==> config.mk <==
export PLATFORM = sky130hd
export DESIGN_NAME = lfu_cache_replacement
export DESIGN_NICKNAME = d
export VERILOG_FILES = /design/src/design/lfu_pkg.sv /design/src/design/lfu_cache_replacement.sv
export VERILOG_INCLUDE_DIRS = /design/src /design/src/design
export SDC_FILE = /design/constraint.sdc
export NUM_CORES = 2
export LEC_CHECK = 0
export ABC_AREA = 1
export ABC_CLOCK_PERIOD_IN_PS = 9200
export BUFFER_PORTS_ARGS = -buffer_cell sky130_fd_sc_hd__buf_2
export CAP_MARGIN = 5
export CORE_ASPECT_RATIO = 1.5
export CORE_MARGIN = 2
export CORE_UTILIZATION = 30
export CTS_BUF_LIST = sky130_fd_sc_hd__clkbuf_16
export DETAILED_ROUTE_END_ITERATION = 8
export GPL_TIMING_DRIVEN = 0
export MAX_ROUTING_LAYER = met4
export PLACE_DENSITY_LB_ADDON = 0.3
export SKIP_CTS_REPAIR_TIMING = 1
export SLEW_MARGIN = 30
export SYNTH_ARGS = -nofsm -noshare
export SYNTH_HDL_FRONTEND = slang
export SYNTH_SLANG_ARGS = --single-unit
==> constraint.sdc <==
create_clock -name clk -period 9.2 [get_ports clk]
set_input_delay 0.46 -clock clk [delete_from_list [all_inputs] [get_ports clk]]
set_output_delay 0.46 -clock clk [all_outputs]
set_load 0.1 [all_outputs]
==> src/design/lfu_cache_replacement_defines.svh <==
// Assertion macros for the LFU cache replacement block
`ifndef LFU_CACHE_REPLACEMENT_DEFINES_SVH
`define LFU_CACHE_REPLACEMENT_DEFINES_SVH
// Check that an antecedent implies a consequent in the next cycle
`define LFU_ASSERT_NEXT(label, clk, rst_n, ante, cons, msg) \
    label: assert property (@(posedge clk) disable iff (!rst_n) (ante) |=> (cons)) \
        else $error(msg);
// Check that an antecedent implies a consequent in the same cycle
`define LFU_ASSERT_NOW(label, clk, rst_n, ante, cons, msg) \
    label: assert property (@(posedge clk) disable iff (!rst_n) (ante) |-> (cons)) \
        else $error(msg);
`endif

==> src/design/lfu_pkg.sv <==
// Package with shared constants and types for the LFU cache replacement block
package lfu_pkg;
    localparam int DefaultEntries = 16;
    localparam int KeyWidth       = 31;
    localparam int ValueWidth     = 31;
    localparam int CountWidth     = 32;
    localparam int CapWidth       = 5;
    localparam logic [CapWidth-1:0] CapReset = 5'd16;
    localparam logic ActGet = 1'b0;
    localparam logic ActPut = 1'b1;
    typedef logic [KeyWidth-1:0]   key_t;
    typedef logic [ValueWidth-1:0] value_t;
    typedef logic [CountWidth-1:0] count_t;
endpackage

==> src/design/lfu_cache_replacement.sv <==
// Top level of the LFU cache replacement block with LRU tie-break
// An item is taken when start is high and busy is low. The block works through
// the stored entries one per cycle out of the entry memory: a scan over all
// ENTRIES entries finds a key match, the victim and the free slot, then one
// update pass over all entries rewrites ranks and the touched entry. Each pass
// reads every entry in turn, folds in the last read data and then leaves the
// pass; a decide state lies between the two passes and a done state follows
// the second. Busy stays high through both sweeps over the entry memory, so a
// new item is taken only once the last one is done. The result appears on hit,
// read_value, evicted and evicted_key for one cycle with done high; it cannot
// be held off. Configuration writes (cfg_we, cfg_data) are taken at any time
// and must come only while idle.
`include "lfu_cache_replacement_defines.svh"
module lfu_cache_replacement #(
    parameter int ENTRIES = lfu_pkg::DefaultEntries
) (
    input  logic                            clk,
    input  logic                            rst_n,
    input  logic                            start,
    output logic                            busy,
    input  logic                            action,
    input  logic [lfu_pkg::KeyWidth-1:0]    lookup_key,
    input  logic [lfu_pkg::ValueWidth-1:0]  write_value,
    input  logic                            cfg_we,
    input  logic [lfu_pkg::CapWidth-1:0]    cfg_data,
    output logic                            done,
    output logic                            hit,
    output logic [lfu_pkg::ValueWidth-1:0]  read_value,
    output logic                            evicted,
    output logic [lfu_pkg::KeyWidth-1:0]    evicted_key
);
    import lfu_pkg::*;

    localparam int IdxW = (ENTRIES > 1) ? $clog2(ENTRIES) : 1;
    localparam int CntW = $clog2(ENTRIES + 1);
    localparam int RankW = IdxW;
    localparam int CmpW = (CntW > CapWidth) ? CntW : CapWidth;
    localparam logic [CntW-1:0] EntriesC = CntW'(ENTRIES);

    localparam logic [2:0] StIdle = 3'd0;
    localparam logic [2:0] StScan = 3'd1;
    localparam logic [2:0] StDecide = 3'd2;
    localparam logic [2:0] StUpd = 3'd3;
    localparam logic [2:0] StDone = 3'd4;

    typedef struct packed {
        key_t               key;
        value_t             value;
        count_t             count;
        logic [RankW-1:0]   rank;
    } entry_t;

    // Entry memory and per-entry valid bits
    entry_t mem [ENTRIES];
    logic [ENTRIES-1:0] valid_reg, valid_next;

    logic [2:0]           state_reg, state_next;
    logic [CapWidth-1:0]  cap_reg;
    logic [CntW-1:0]      occ_reg, occ_next;
    logic [IdxW:0]        ptr_reg, ptr_next;
    logic                 rd_vld_reg, rd_vld_next;
    logic [IdxW-1:0]      rd_idx_reg, rd_idx_next;
    entry_t               rd_data_reg;

    logic                 act_reg;
    key_t                 key_reg;
    value_t               val_reg;

    logic                 found_reg, found_next;
    logic [IdxW-1:0]      fidx_reg, fidx_next;
    entry_t               fent_reg, fent_next;
    logic                 vic_reg, vic_next;
    logic [IdxW-1:0]      vidx_reg, vidx_next;
    entry_t               vent_reg, vent_next;
    logic                 free_reg, free_next;
    logic [IdxW-1:0]      slot_reg, slot_next;

    // Decisions made after the scan
    logic                 do_evict_reg, do_evict_next;
    logic                 do_ins_reg, do_ins_next;
    logic [IdxW-1:0]      tgt_reg, tgt_next;
    logic [RankW-1:0]     oldr_reg, oldr_next;
    logic [RankW-1:0]     evr_reg, evr_next;

    logic                 res_hit_reg, res_ev_reg;
    value_t               res_rd_reg;
    key_t                 res_evk_reg;

    logic                 mem_we;
    logic [IdxW-1:0]      mem_wa;
    entry_t               mem_wd;
    logic                 mem_re;
    logic [IdxW-1:0]      mem_ra;

    logic [CntW-1:0]      eff_lim;
    logic                 rd_v;

    // Clamp the capacity limit to 1..ENTRIES
    always_comb
    begin
        if (cap_reg == '0)
            eff_lim = CntW'(1);
        else if (CmpW'(cap_reg) > CmpW'(ENTRIES))
            eff_lim = EntriesC;
        else
            eff_lim = CntW'(cap_reg);
    end

    // Memory: one write and one registered read per cycle
    always_ff @(posedge clk)
    begin
        if (mem_we)
            mem[mem_wa] <= mem_wd;
        if (mem_re)
            rd_data_reg <= mem[mem_ra];
    end

    assign rd_v = rd_vld_reg && valid_reg[rd_idx_reg];

    // Control and scan logic
    always_comb
    begin
        state_next = state_reg;
        ptr_next = ptr_reg;
        rd_vld_next = 1'b0;
        rd_idx_next = rd_idx_reg;
        found_next = found_reg;
        fidx_next = fidx_reg;
        fent_next = fent_reg;
        vic_next = vic_reg;
        vidx_next = vidx_reg;
        vent_next = vent_reg;
        free_next = free_reg;
        slot_next = slot_reg;
        do_evict_next = do_evict_reg;
        do_ins_next = do_ins_reg;
        tgt_next = tgt_reg;
        oldr_next = oldr_reg;
        evr_next = evr_reg;
        valid_next = valid_reg;
        occ_next = occ_reg;
        mem_we = 1'b0;
        mem_wa = rd_idx_reg;
        mem_wd = rd_data_reg;
        mem_re = 1'b0;
        mem_ra = ptr_reg[IdxW-1:0];

        unique case (state_reg)
            StIdle:
            begin
                if (start)
                begin
                    state_next = StScan;
                    ptr_next = '0;
                    found_next = 1'b0;
                    vic_next = 1'b0;
                    free_next = 1'b0;
                end
            end
            StScan:
            begin
                // Issue one read per cycle, then fold in the returned entry
                if (ptr_reg < (IdxW+1)'(ENTRIES))
                begin
                    mem_re = 1'b1;
                    rd_vld_next = 1'b1;
                    rd_idx_next = ptr_reg[IdxW-1:0];
                    ptr_next = ptr_reg + 1'b1;
                end
                if (rd_vld_reg)
                begin
                    if (!valid_reg[rd_idx_reg])
                    begin
                        if (!free_reg)
                        begin
                            free_next = 1'b1;
                            slot_next = rd_idx_reg;
                        end
                    end
                    else
                    begin
                        if (!found_reg && rd_data_reg.key == key_reg)
                        begin
                            found_next = 1'b1;
                            fidx_next = rd_idx_reg;
                            fent_next = rd_data_reg;
                        end
                        if (!vic_reg || rd_data_reg.count < vent_reg.count ||
                            (rd_data_reg.count == vent_reg.count &&
                             rd_data_reg.rank > vent_reg.rank))
                        begin
                            vic_next = 1'b1;
                            vidx_next = rd_idx_reg;
                            vent_next = rd_data_reg;
                        end
                    end
                end
                else if (ptr_reg == (IdxW+1)'(ENTRIES))
                    state_next = StDecide;
            end
            StDecide:
            begin
                do_evict_next = 1'b0;
                do_ins_next = 1'b0;
                tgt_next = fidx_reg;
                oldr_next = fent_reg.rank;
                evr_next = vent_reg.rank;
                if (!found_reg && act_reg == ActPut)
                begin
                    if (occ_reg >= eff_lim && vic_reg)
                    begin
                        do_evict_next = 1'b1;
                        do_ins_next = 1'b1;
                        tgt_next = free_reg ? slot_reg : vidx_reg;
                        // Lowest free index after freeing the victim
                        if (free_reg && slot_reg < vidx_reg)
                            tgt_next = slot_reg;
                        else
                            tgt_next = vidx_reg;
                        valid_next[vidx_reg] = 1'b0;
                        occ_next = occ_reg - 1'b1;
                    end
                    else if (free_reg)
                    begin
                        do_ins_next = 1'b1;
                        tgt_next = slot_reg;
                    end
                end
                ptr_next = '0;
                state_next = StUpd;
            end
            StUpd:
            begin
                // Read each entry, adjust its rank, write it back
                if (ptr_reg < (IdxW+1)'(ENTRIES))
                begin
                    mem_re = 1'b1;
                    rd_vld_next = 1'b1;
                    rd_idx_next = ptr_reg[IdxW-1:0];
                    ptr_next = ptr_reg + 1'b1;
                end
                if (rd_vld_reg)
                begin
                    mem_wa = rd_idx_reg;
                    mem_wd = rd_data_reg;
                    if (do_ins_reg && rd_idx_reg == tgt_reg)
                    begin
                        mem_we = 1'b1;
                        mem_wd.key = key_reg;
                        mem_wd.value = val_reg;
                        mem_wd.count = count_t'(1);
                        mem_wd.rank = '0;
                        valid_next[rd_idx_reg] = 1'b1;
                        occ_next = occ_reg + 1'b1;
                    end
                    else if (found_reg && rd_idx_reg == tgt_reg)
                    begin
                        mem_we = 1'b1;
                        mem_wd.rank = '0;
                        if (act_reg == ActPut)
                            mem_wd.value = val_reg;
                        if (rd_data_reg.count != '1)
                            mem_wd.count = rd_data_reg.count + 1'b1;
                    end
                    else if (rd_v)
                    begin
                        mem_we = 1'b1;
                        if (found_reg)
                        begin
                            if (rd_data_reg.rank < oldr_reg)
                                mem_wd.rank = rd_data_reg.rank + 1'b1;
                        end
                        else if (do_ins_reg)
                        begin
                            if (do_evict_reg && rd_data_reg.rank > evr_reg)
                                mem_wd.rank = rd_data_reg.rank;
                            else
                                mem_wd.rank = rd_data_reg.rank + 1'b1;
                        end
                    end
                end
                else if (ptr_reg == (IdxW+1)'(ENTRIES))
                    state_next = StDone;
            end
            StDone:
                state_next = StIdle;
            default:
                state_next = StIdle;
        endcase
    end

    // Registers
    always_ff @(posedge clk or negedge rst_n)
    begin
        if (!rst_n)
        begin
            state_reg <= StIdle;
            cap_reg <= CapReset;
            valid_reg <= '0;
            occ_reg <= '0;
            ptr_reg <= '0;
            rd_vld_reg <= 1'b0;
        end
        else
        begin
            state_reg <= state_next;
            if (cfg_we)
                cap_reg <= cfg_data;
            valid_reg <= valid_next;
            occ_reg <= occ_next;
            ptr_reg <= ptr_next;
            rd_vld_reg <= rd_vld_next;
        end
    end

    // Payload registers
    always_ff @(posedge clk)
    begin
        rd_idx_reg <= rd_idx_next;
        found_reg <= found_next;
        fidx_reg <= fidx_next;
        fent_reg <= fent_next;
        vic_reg <= vic_next;
        vidx_reg <= vidx_next;
        vent_reg <= vent_next;
        free_reg <= free_next;
        slot_reg <= slot_next;
        do_evict_reg <= do_evict_next;
        do_ins_reg <= do_ins_next;
        tgt_reg <= tgt_next;
        oldr_reg <= oldr_next;
        evr_reg <= evr_next;
        if (state_reg == StIdle && start)
        begin
            act_reg <= action;
            key_reg <= lookup_key;
            val_reg <= write_value;
        end
        if (state_reg == StDecide)
        begin
            res_hit_reg <= found_reg;
            res_rd_reg <= (found_reg && act_reg == ActGet) ? fent_reg.value : '0;
            res_ev_reg <= do_evict_next;
            res_evk_reg <= do_evict_next ? vent_reg.key : '0;
        end
    end

    assign busy = (state_reg != StIdle);
    assign done = (state_reg == StDone);
    assign hit = done ? res_hit_reg : 1'b0;
    assign read_value = done ? res_rd_reg : '0;
    assign evicted = done ? res_ev_reg : 1'b0;
    assign evicted_key = done ? res_evk_reg : '0;

    // Checks
    `LFU_ASSERT_NEXT(a_done_pulse, clk, rst_n, done, !done, "done held two cycles")
    `LFU_ASSERT_NOW(a_occ_bound, clk, rst_n, 1'b1, occ_reg <= EntriesC, "occupancy over size")
    `LFU_ASSERT_NOW(a_occ_valid, clk, rst_n, state_reg == StIdle,
        occ_reg == CntW'($countones(valid_reg)), "occupancy differs from valid bits")
    `LFU_ASSERT_NOW(a_evict_hit, clk, rst_n, done, !(hit && evicted), "evicted on a hit")
endmodule
* After elaboration in Yosys (flattened, before gate mapping) *
Memories as Yosys holds them, arrays and structs flattened. A register that Yosys moved wholly into a read port is not among the register bits.
Index checks and enable logic that the tools add are counted.

operators by class
  eq/ne operators = 24
  add/subtract/negate cells = 5
  bitwise gates (word level) = 6
  reductions and logical operators = 34
  $lt $le $gt $ge = 12
  shift operators = 0
  $mul = 0
  divide/modulo/power cells = 0
  muxes and demuxes = 74

operators by type and width
  kind                     count
  $mux W98                 2
  $mux W31                 4
  $mux W67                 1
  $mux W16                 4
  $mux W63                 1
  $mux W4                  10
  $mux W5                  8
  $add A32 B1 Y32 const B  1
  $eq A32 B32 Y1           1
  $lt A32 B32 Y1           1
  $mux W32                 1
  $ne A32 B32 Y1 const B   1
  $pmux W16 S2             1
  $eq A31 B31 Y1           1
  $mux W1                  28
  $ne A2 B2 Y1 const B     14
  $reduce_and A5 Y1        4
  $and A16 B16 Y16         1
  $not A16 Y16             1
  $or A16 B16 Y16          1
  $reduce_and A4 Y1        4
  $mux W3                  5
  $pmux W5 S3              1
  $logic_and A1 B1 Y1      13
  31 further kinds         46

storage, ports and cells
  bits of input ports = 72
  memory bits (read-only) = 0
  register bits = 297
  output and inout bits = 66
  RAM bits = 1568
  memories = 1
  latch bits = 0

memories
  name  depth  width  read ports  clocked after memory_dff  wr ports  RTL line                     text
  mem   16     98     1           1                         1         lfu_cache_replacement.sv:54  entry_t mem [ENTRIES];

* Logic depth before layout (Yosys ltp) *
  word-level depth = 10
  mapped depth = 16
  gate-level depth less buffers = 14

* Worst setup path after synthesis *
Ideal clock, no wire load.

  path kind = register to register
  start point = reg rd_idx_reg[1]
  end point = mem mem[10][0] in the netlist's numbering (enable)
  cell stages (with the launch flop) = 11
  arrival time = 5.830 ns
  data required time = 8.645 ns
  setup time = 0.555 ns
  period minus slack after synthesis = 6.385 ns
  setup slack = 2.815 ns
  cell sequence = edfxtp_1 -> buf_6 -> or2_0 -> a21oi_1 -> nand2_2 -> nor2_8 -> inv_4 -> a21oi_1 -> a21oi_2 -> buf_2 -> nor2_1

between the ends
  word-level cells in the longest chain between the ends = 10
  elaborated cells between the ends (all ways) = 13
  those cells by class = eq/ne (1); mux (9); reduce/logical (3)

RTL lines
  item                           RTL line                      text
  start, declared                lfu_cache_replacement.sv:62   logic [IdxW-1:0] rd_idx_reg, rd_idx_next;
  start signal, assigned         lfu_cache_replacement.sv:319  rd_idx_reg <= rd_idx_next;
  $bmux W1 S4                    lfu_cache_replacement.sv:118  assign rd_v = rd_vld_reg && valid_reg[rd_idx_reg];
  $mux W1 (not written as such)  lfu_cache_replacement.sv:118
  $logic_and A1 B1 Y1            lfu_cache_replacement.sv:118
  $mux W1                        lfu_cache_replacement.sv:265  else if (rd_v)
  $mux W1                        lfu_cache_replacement.sv:256  else if (found_reg && rd_idx_reg == tgt_reg)
  $mux W1                        lfu_cache_replacement.sv:246  if (do_ins_reg && rd_idx_reg == tgt_reg)
  $mux W1                        lfu_cache_replacement.sv:242  if (rd_vld_reg)
  $mux W1                        lfu_cache_replacement.sv:148  unique case (state_reg)
  $mux W1                        lfu_cache_replacement.sv:112  if (mem_we)
  $mux W1 (not written as such)  lfu_cache_replacement.sv:113  mem[mem_wa] <= mem_wd;
  end, declared                  lfu_cache_replacement.sv:54

Several ways; a longest one is shown, not always the timed one. The select of a mux whose other input is x is not followed.

* Worst setup path after layout *
  start point = reg rd_vld_reg
  end point = mem mem[15][40] in the netlist's numbering (enable)

between the ends
  word-level cells in the longest chain between the ends = 8

RTL lines
  item                               RTL line                      text
  start, declared                    lfu_cache_replacement.sv:61   logic rd_vld_reg, rd_vld_next;
  start signal, assigned             lfu_cache_replacement.sv:312  rd_vld_reg <= rd_vld_next;
  $logic_and A1 B1 Y1                lfu_cache_replacement.sv:118
  $mux W1                            lfu_cache_replacement.sv:265
  $mux W1                            lfu_cache_replacement.sv:256
  $mux W1                            lfu_cache_replacement.sv:246
  $mux W1 (*)                        lfu_cache_replacement.sv:242
  $mux W1 (*)                        lfu_cache_replacement.sv:148
  $mux W1 (*)                        lfu_cache_replacement.sv:112
  $mux W1 (not written as such) (*)  lfu_cache_replacement.sv:113

Mark *: on every way between the ends. The rest lies on a longest branch, timed or not.

==> impl_metrics.tcl <==
set metrics [dict create \
    power_uw 17450 \
    layout_commonest_cell "edfxtp_1" \
    clkSlewWorstSetupHoldPaths_ns 0.07 \
    htreeDepth 4 \
    hold_end "cap_reg[4]$_DFFE_PN1P_" \
    vias 52170 \
    p_seq_share_pct 55.4 \
    fmax_ghz 0.2100 \
    hold_start "cfg_we" \
    ys_warn_count 0 \
    drc_errors 0 \
    syn-cell-area_mm2 0.07836 \
    grt_first_pass_wirelength_um 357900 \
    cp_max_fo 17 \
    multi_input_area_mm2 0.01719 \
    period_needed_ns 4.762 \
    wire_per_inst_um 24.37 \
    outcome "complete, no violations" \
    clock-sinks 1963 \
    dr.pass1.iters 5 \
    maxSlewViolCount 0 \
    fill_cells 24820 \
    dieArea_mm2 0.2654 \
    cp.arrival_ns 5.29 \
    hold_path.class "in2reg" \
    gp_congestion 0.8778 \
    share_comb_of_total_power_pct 0.3 \
    whs_ns 0.02144 \
    maxCapViolCount 0 \
    insertion_delay_ns 0.87 \
    ctsLongestPathBuffers 4 \
    initial_core_util_pct 30.19 \
    rr_startpoint "rd_vld_reg$_DFF_PN0_" \
    p_leak_uw 0.03226 \
    ioPinCount 138 \
    skew_ns 0.08791 \
    cts_buffers 192 \
    synth_cell_types 49 \
    seq_area_mm2 0.05876 \
    worstSetupPathType "reg2reg" \
    area_growth_pct 20.44 \
    grtUsageTotal_pct 18.81 \
    layout-drive-gt1-share_pct 11.16 \
    ant_nets 0 \
    intPower_uw 13980 \
    cts_tree "built" \
    finalCritPeriodShare_pct 51.76 \
    largest_reg_flops 1568 \
    die_width_um 421.3 \
    r2r_end "mem[15][40]$_DFFE_PP_" \
    start_kind "flip-flop" \
    ys_seq_area_share_pct 74.99 \
    ys_ff_latch 1963 \
    vias_per_cell 5.087 \
    worstMarginPinSlew_ns 1.040 \
    slew_headroom_pct 30.69 \
    required_ns 9.72 \
    ff2ff_setup_slack_ns 4.44 \
    cts_root_buf "clkbuf_16" \
    first_global_vias 50950 \
    rsz0062_at_grt "no" \
    portBuffers 136 \
    rows 229 \
    worst_slack_ns 4.438 \
    p_sw_uw 3463 \
    powerDensity_mw_per_mm2 184.9 \
    final_cell_mix "edfxtp_1 (1927), nor2_1 (998), o21ai_0 (858)" \
    setup_viol 0 \
    hold_depth 3 \
    fp.dieH_um 629.9 \
    drtIter0Drc 5202 \
    wl_um 249900 \
    syn_avg_cell_area_um2 12.91 \
    coreArea_mm2 0.2596 \
    antenna_found_initial 10 \
    dp_slack_ns 4.488 \
    hpwl_um 178300 \
    grt_max_degree 36 \
    reg2regPathDepth 11 \
    fin_nets 6770 \
    clockPowerShare_pct 44.2 \
    synth_fp_nets 6203 \
    grt.overflow.total 0 \
    synth_cells 6072 \
    peakVddDrop_mv 0.1352 \
    netSwitchingFraction_pct 19.85 \
    hold_viol 0 \
    crit_path_end_kind "flip-flop" \
]
==> power by group through the flow <==
stage / Clock [µW] / Combinational [µW] / Sequential (µW)
3_5_place_dp: 0 / 34.6 / 9860
6_report: 7720 / 57.8 / 9670
2_1_floorplan: 0 / 10.0 / 9860
3_3_place_gp: 0 / 32.5 / 9860
4_1_cts: 7840 / 34.9 / 9670
5_1_grt: 8150 / 63.5 / 9660
==> area by class of cell <==
type                            count  area share, %
Sequential cell                  1963          62.27
Multi-Input combinational cell   3401          18.22
Timing Repair Buffer              373          5.601
Clock buffer                      194          5.144
Tap cell                         3465          4.594
Buffer                            354          1.542
Inverter                          354          1.411
Clock inverter                    142          1.201
Antenna cell                        9        0.02386
==> worst max-delay path by stage <==
stage,slack [ns],depth (start not counted),to,start
after floorplan,2.81,10,mem[10][0]$_DFFE_PP_,rd_idx_reg[1]$_DFFE_PP_
final,4.44,11,mem[15][40]$_DFFE_PP_,rd_vld_reg$_DFF_PN0_
after global placement,-2.95,8,mem[15][56]$_DFFE_PP_,rd_vld_reg$_DFF_PN0_
after global routing,4.36,11,mem[15][40]$_DFFE_PP_,rd_vld_reg$_DFF_PN0_
after detailed placement,4.49,11,mem[15][56]$_DFFE_PP_,rd_vld_reg$_DFF_PN0_
after CTS,4.44,11,mem[15][40]$_DFFE_PP_,rd_vld_reg$_DFF_PN0_
==> cells in the mapped netlist (all sizes together) <==
cell	count	area [µm²]
ha	58	725.7
dfxtp	1	20.02
o211ai	38	285.3
o22ai	239	1495
o31ai	2	28.78
nand3b	3	22.52
a22oi	16	120.1
mux2	1	11.26
a21oi	49	249.0
nor3	20	100.1
o2111ai	1	8.760
xnor2	5	43.79
clkinv	2	7.510
or2	1	6.260
a21boi	1	7.510
edfxtp	1927	57870
a211oi	1	7.510
nand2	577	2183
inv	352	1324
o21bai	1	7.510
o221ai	160	1401
nand3	219	1096
a22o	3	26.28
xor2	18	157.7
nand4	18	112.6
dfstp	1	26.28
o21ai	914	4683
fa	1	20.02
nor4	2	12.51
clkbuf	297	1115
a31oi	4	25.02
nor3b	3	22.52
o21a	2	15.01
buf	57	305.3
dfrtp	34	850.8
nor2	1044	3971
==> metrics by stage <==
| stage | area, µm² | setup TNS, ns | instances | utilization [%] |
|---|---|---|---|---|
| 2_1_floorplan | 78360 | 0 | 6072 | - |
| 3_3_place_gp | 83380 | -4165.12 | 9673 | 32.12 |
| 3_5_place_dp | 87620 | 0 | 9840 | 33.75 |
| 4_1_cts | 93610 | 0 | 10180 | 36.06 |
| 5_1_grt | 94360 | 0 | 10250 | 36.35 |
| 6_report | 94370 | 0 | 10260 | 36.35 |
==> cell families (layout without fill, tap and decap cells) <==
kind of cell             Yosys count  in the layout  synth area share [%]
adder cells (fa/ha/maj)           59             59                0.9517
other                              0              9                     0
XOR/XNOR                          23             23                0.2571
multiplexers                       1              1               0.01437
buffers and inverters            708           1417                 3.511
AO/OA/AOI/OAI                   1431           1431                 10.67
flip-flops                      1963           1963                 74.99
AND/OR/NAND/NOR                 1887           1887                 9.606
==> critical path, cell delays in order, from the launching register on <==
cell      delay [ns]
dfrtp_1         0.32
clkbuf_1        0.55
inv_1           0.47
nor2_4          0.33
inv_2           0.17
a21oi_1         0.66
a21oi_2         0.31
buf_2           0.37
nor2_4          0.52
buf_12          0.26
buf_12          0.20
buf_16          0.18
==> metal layers <==
layer	GRT usage, %	up-vias	part of all wire [%]
li1	-	23290	-
met1	21.36	26330	37
met2	32.88	1981	52
met3	2.205	562	5.7
met4	9.136	0	5.3
met5	-	-	0
Note: power is estimated with default switching activity, not from simulation.
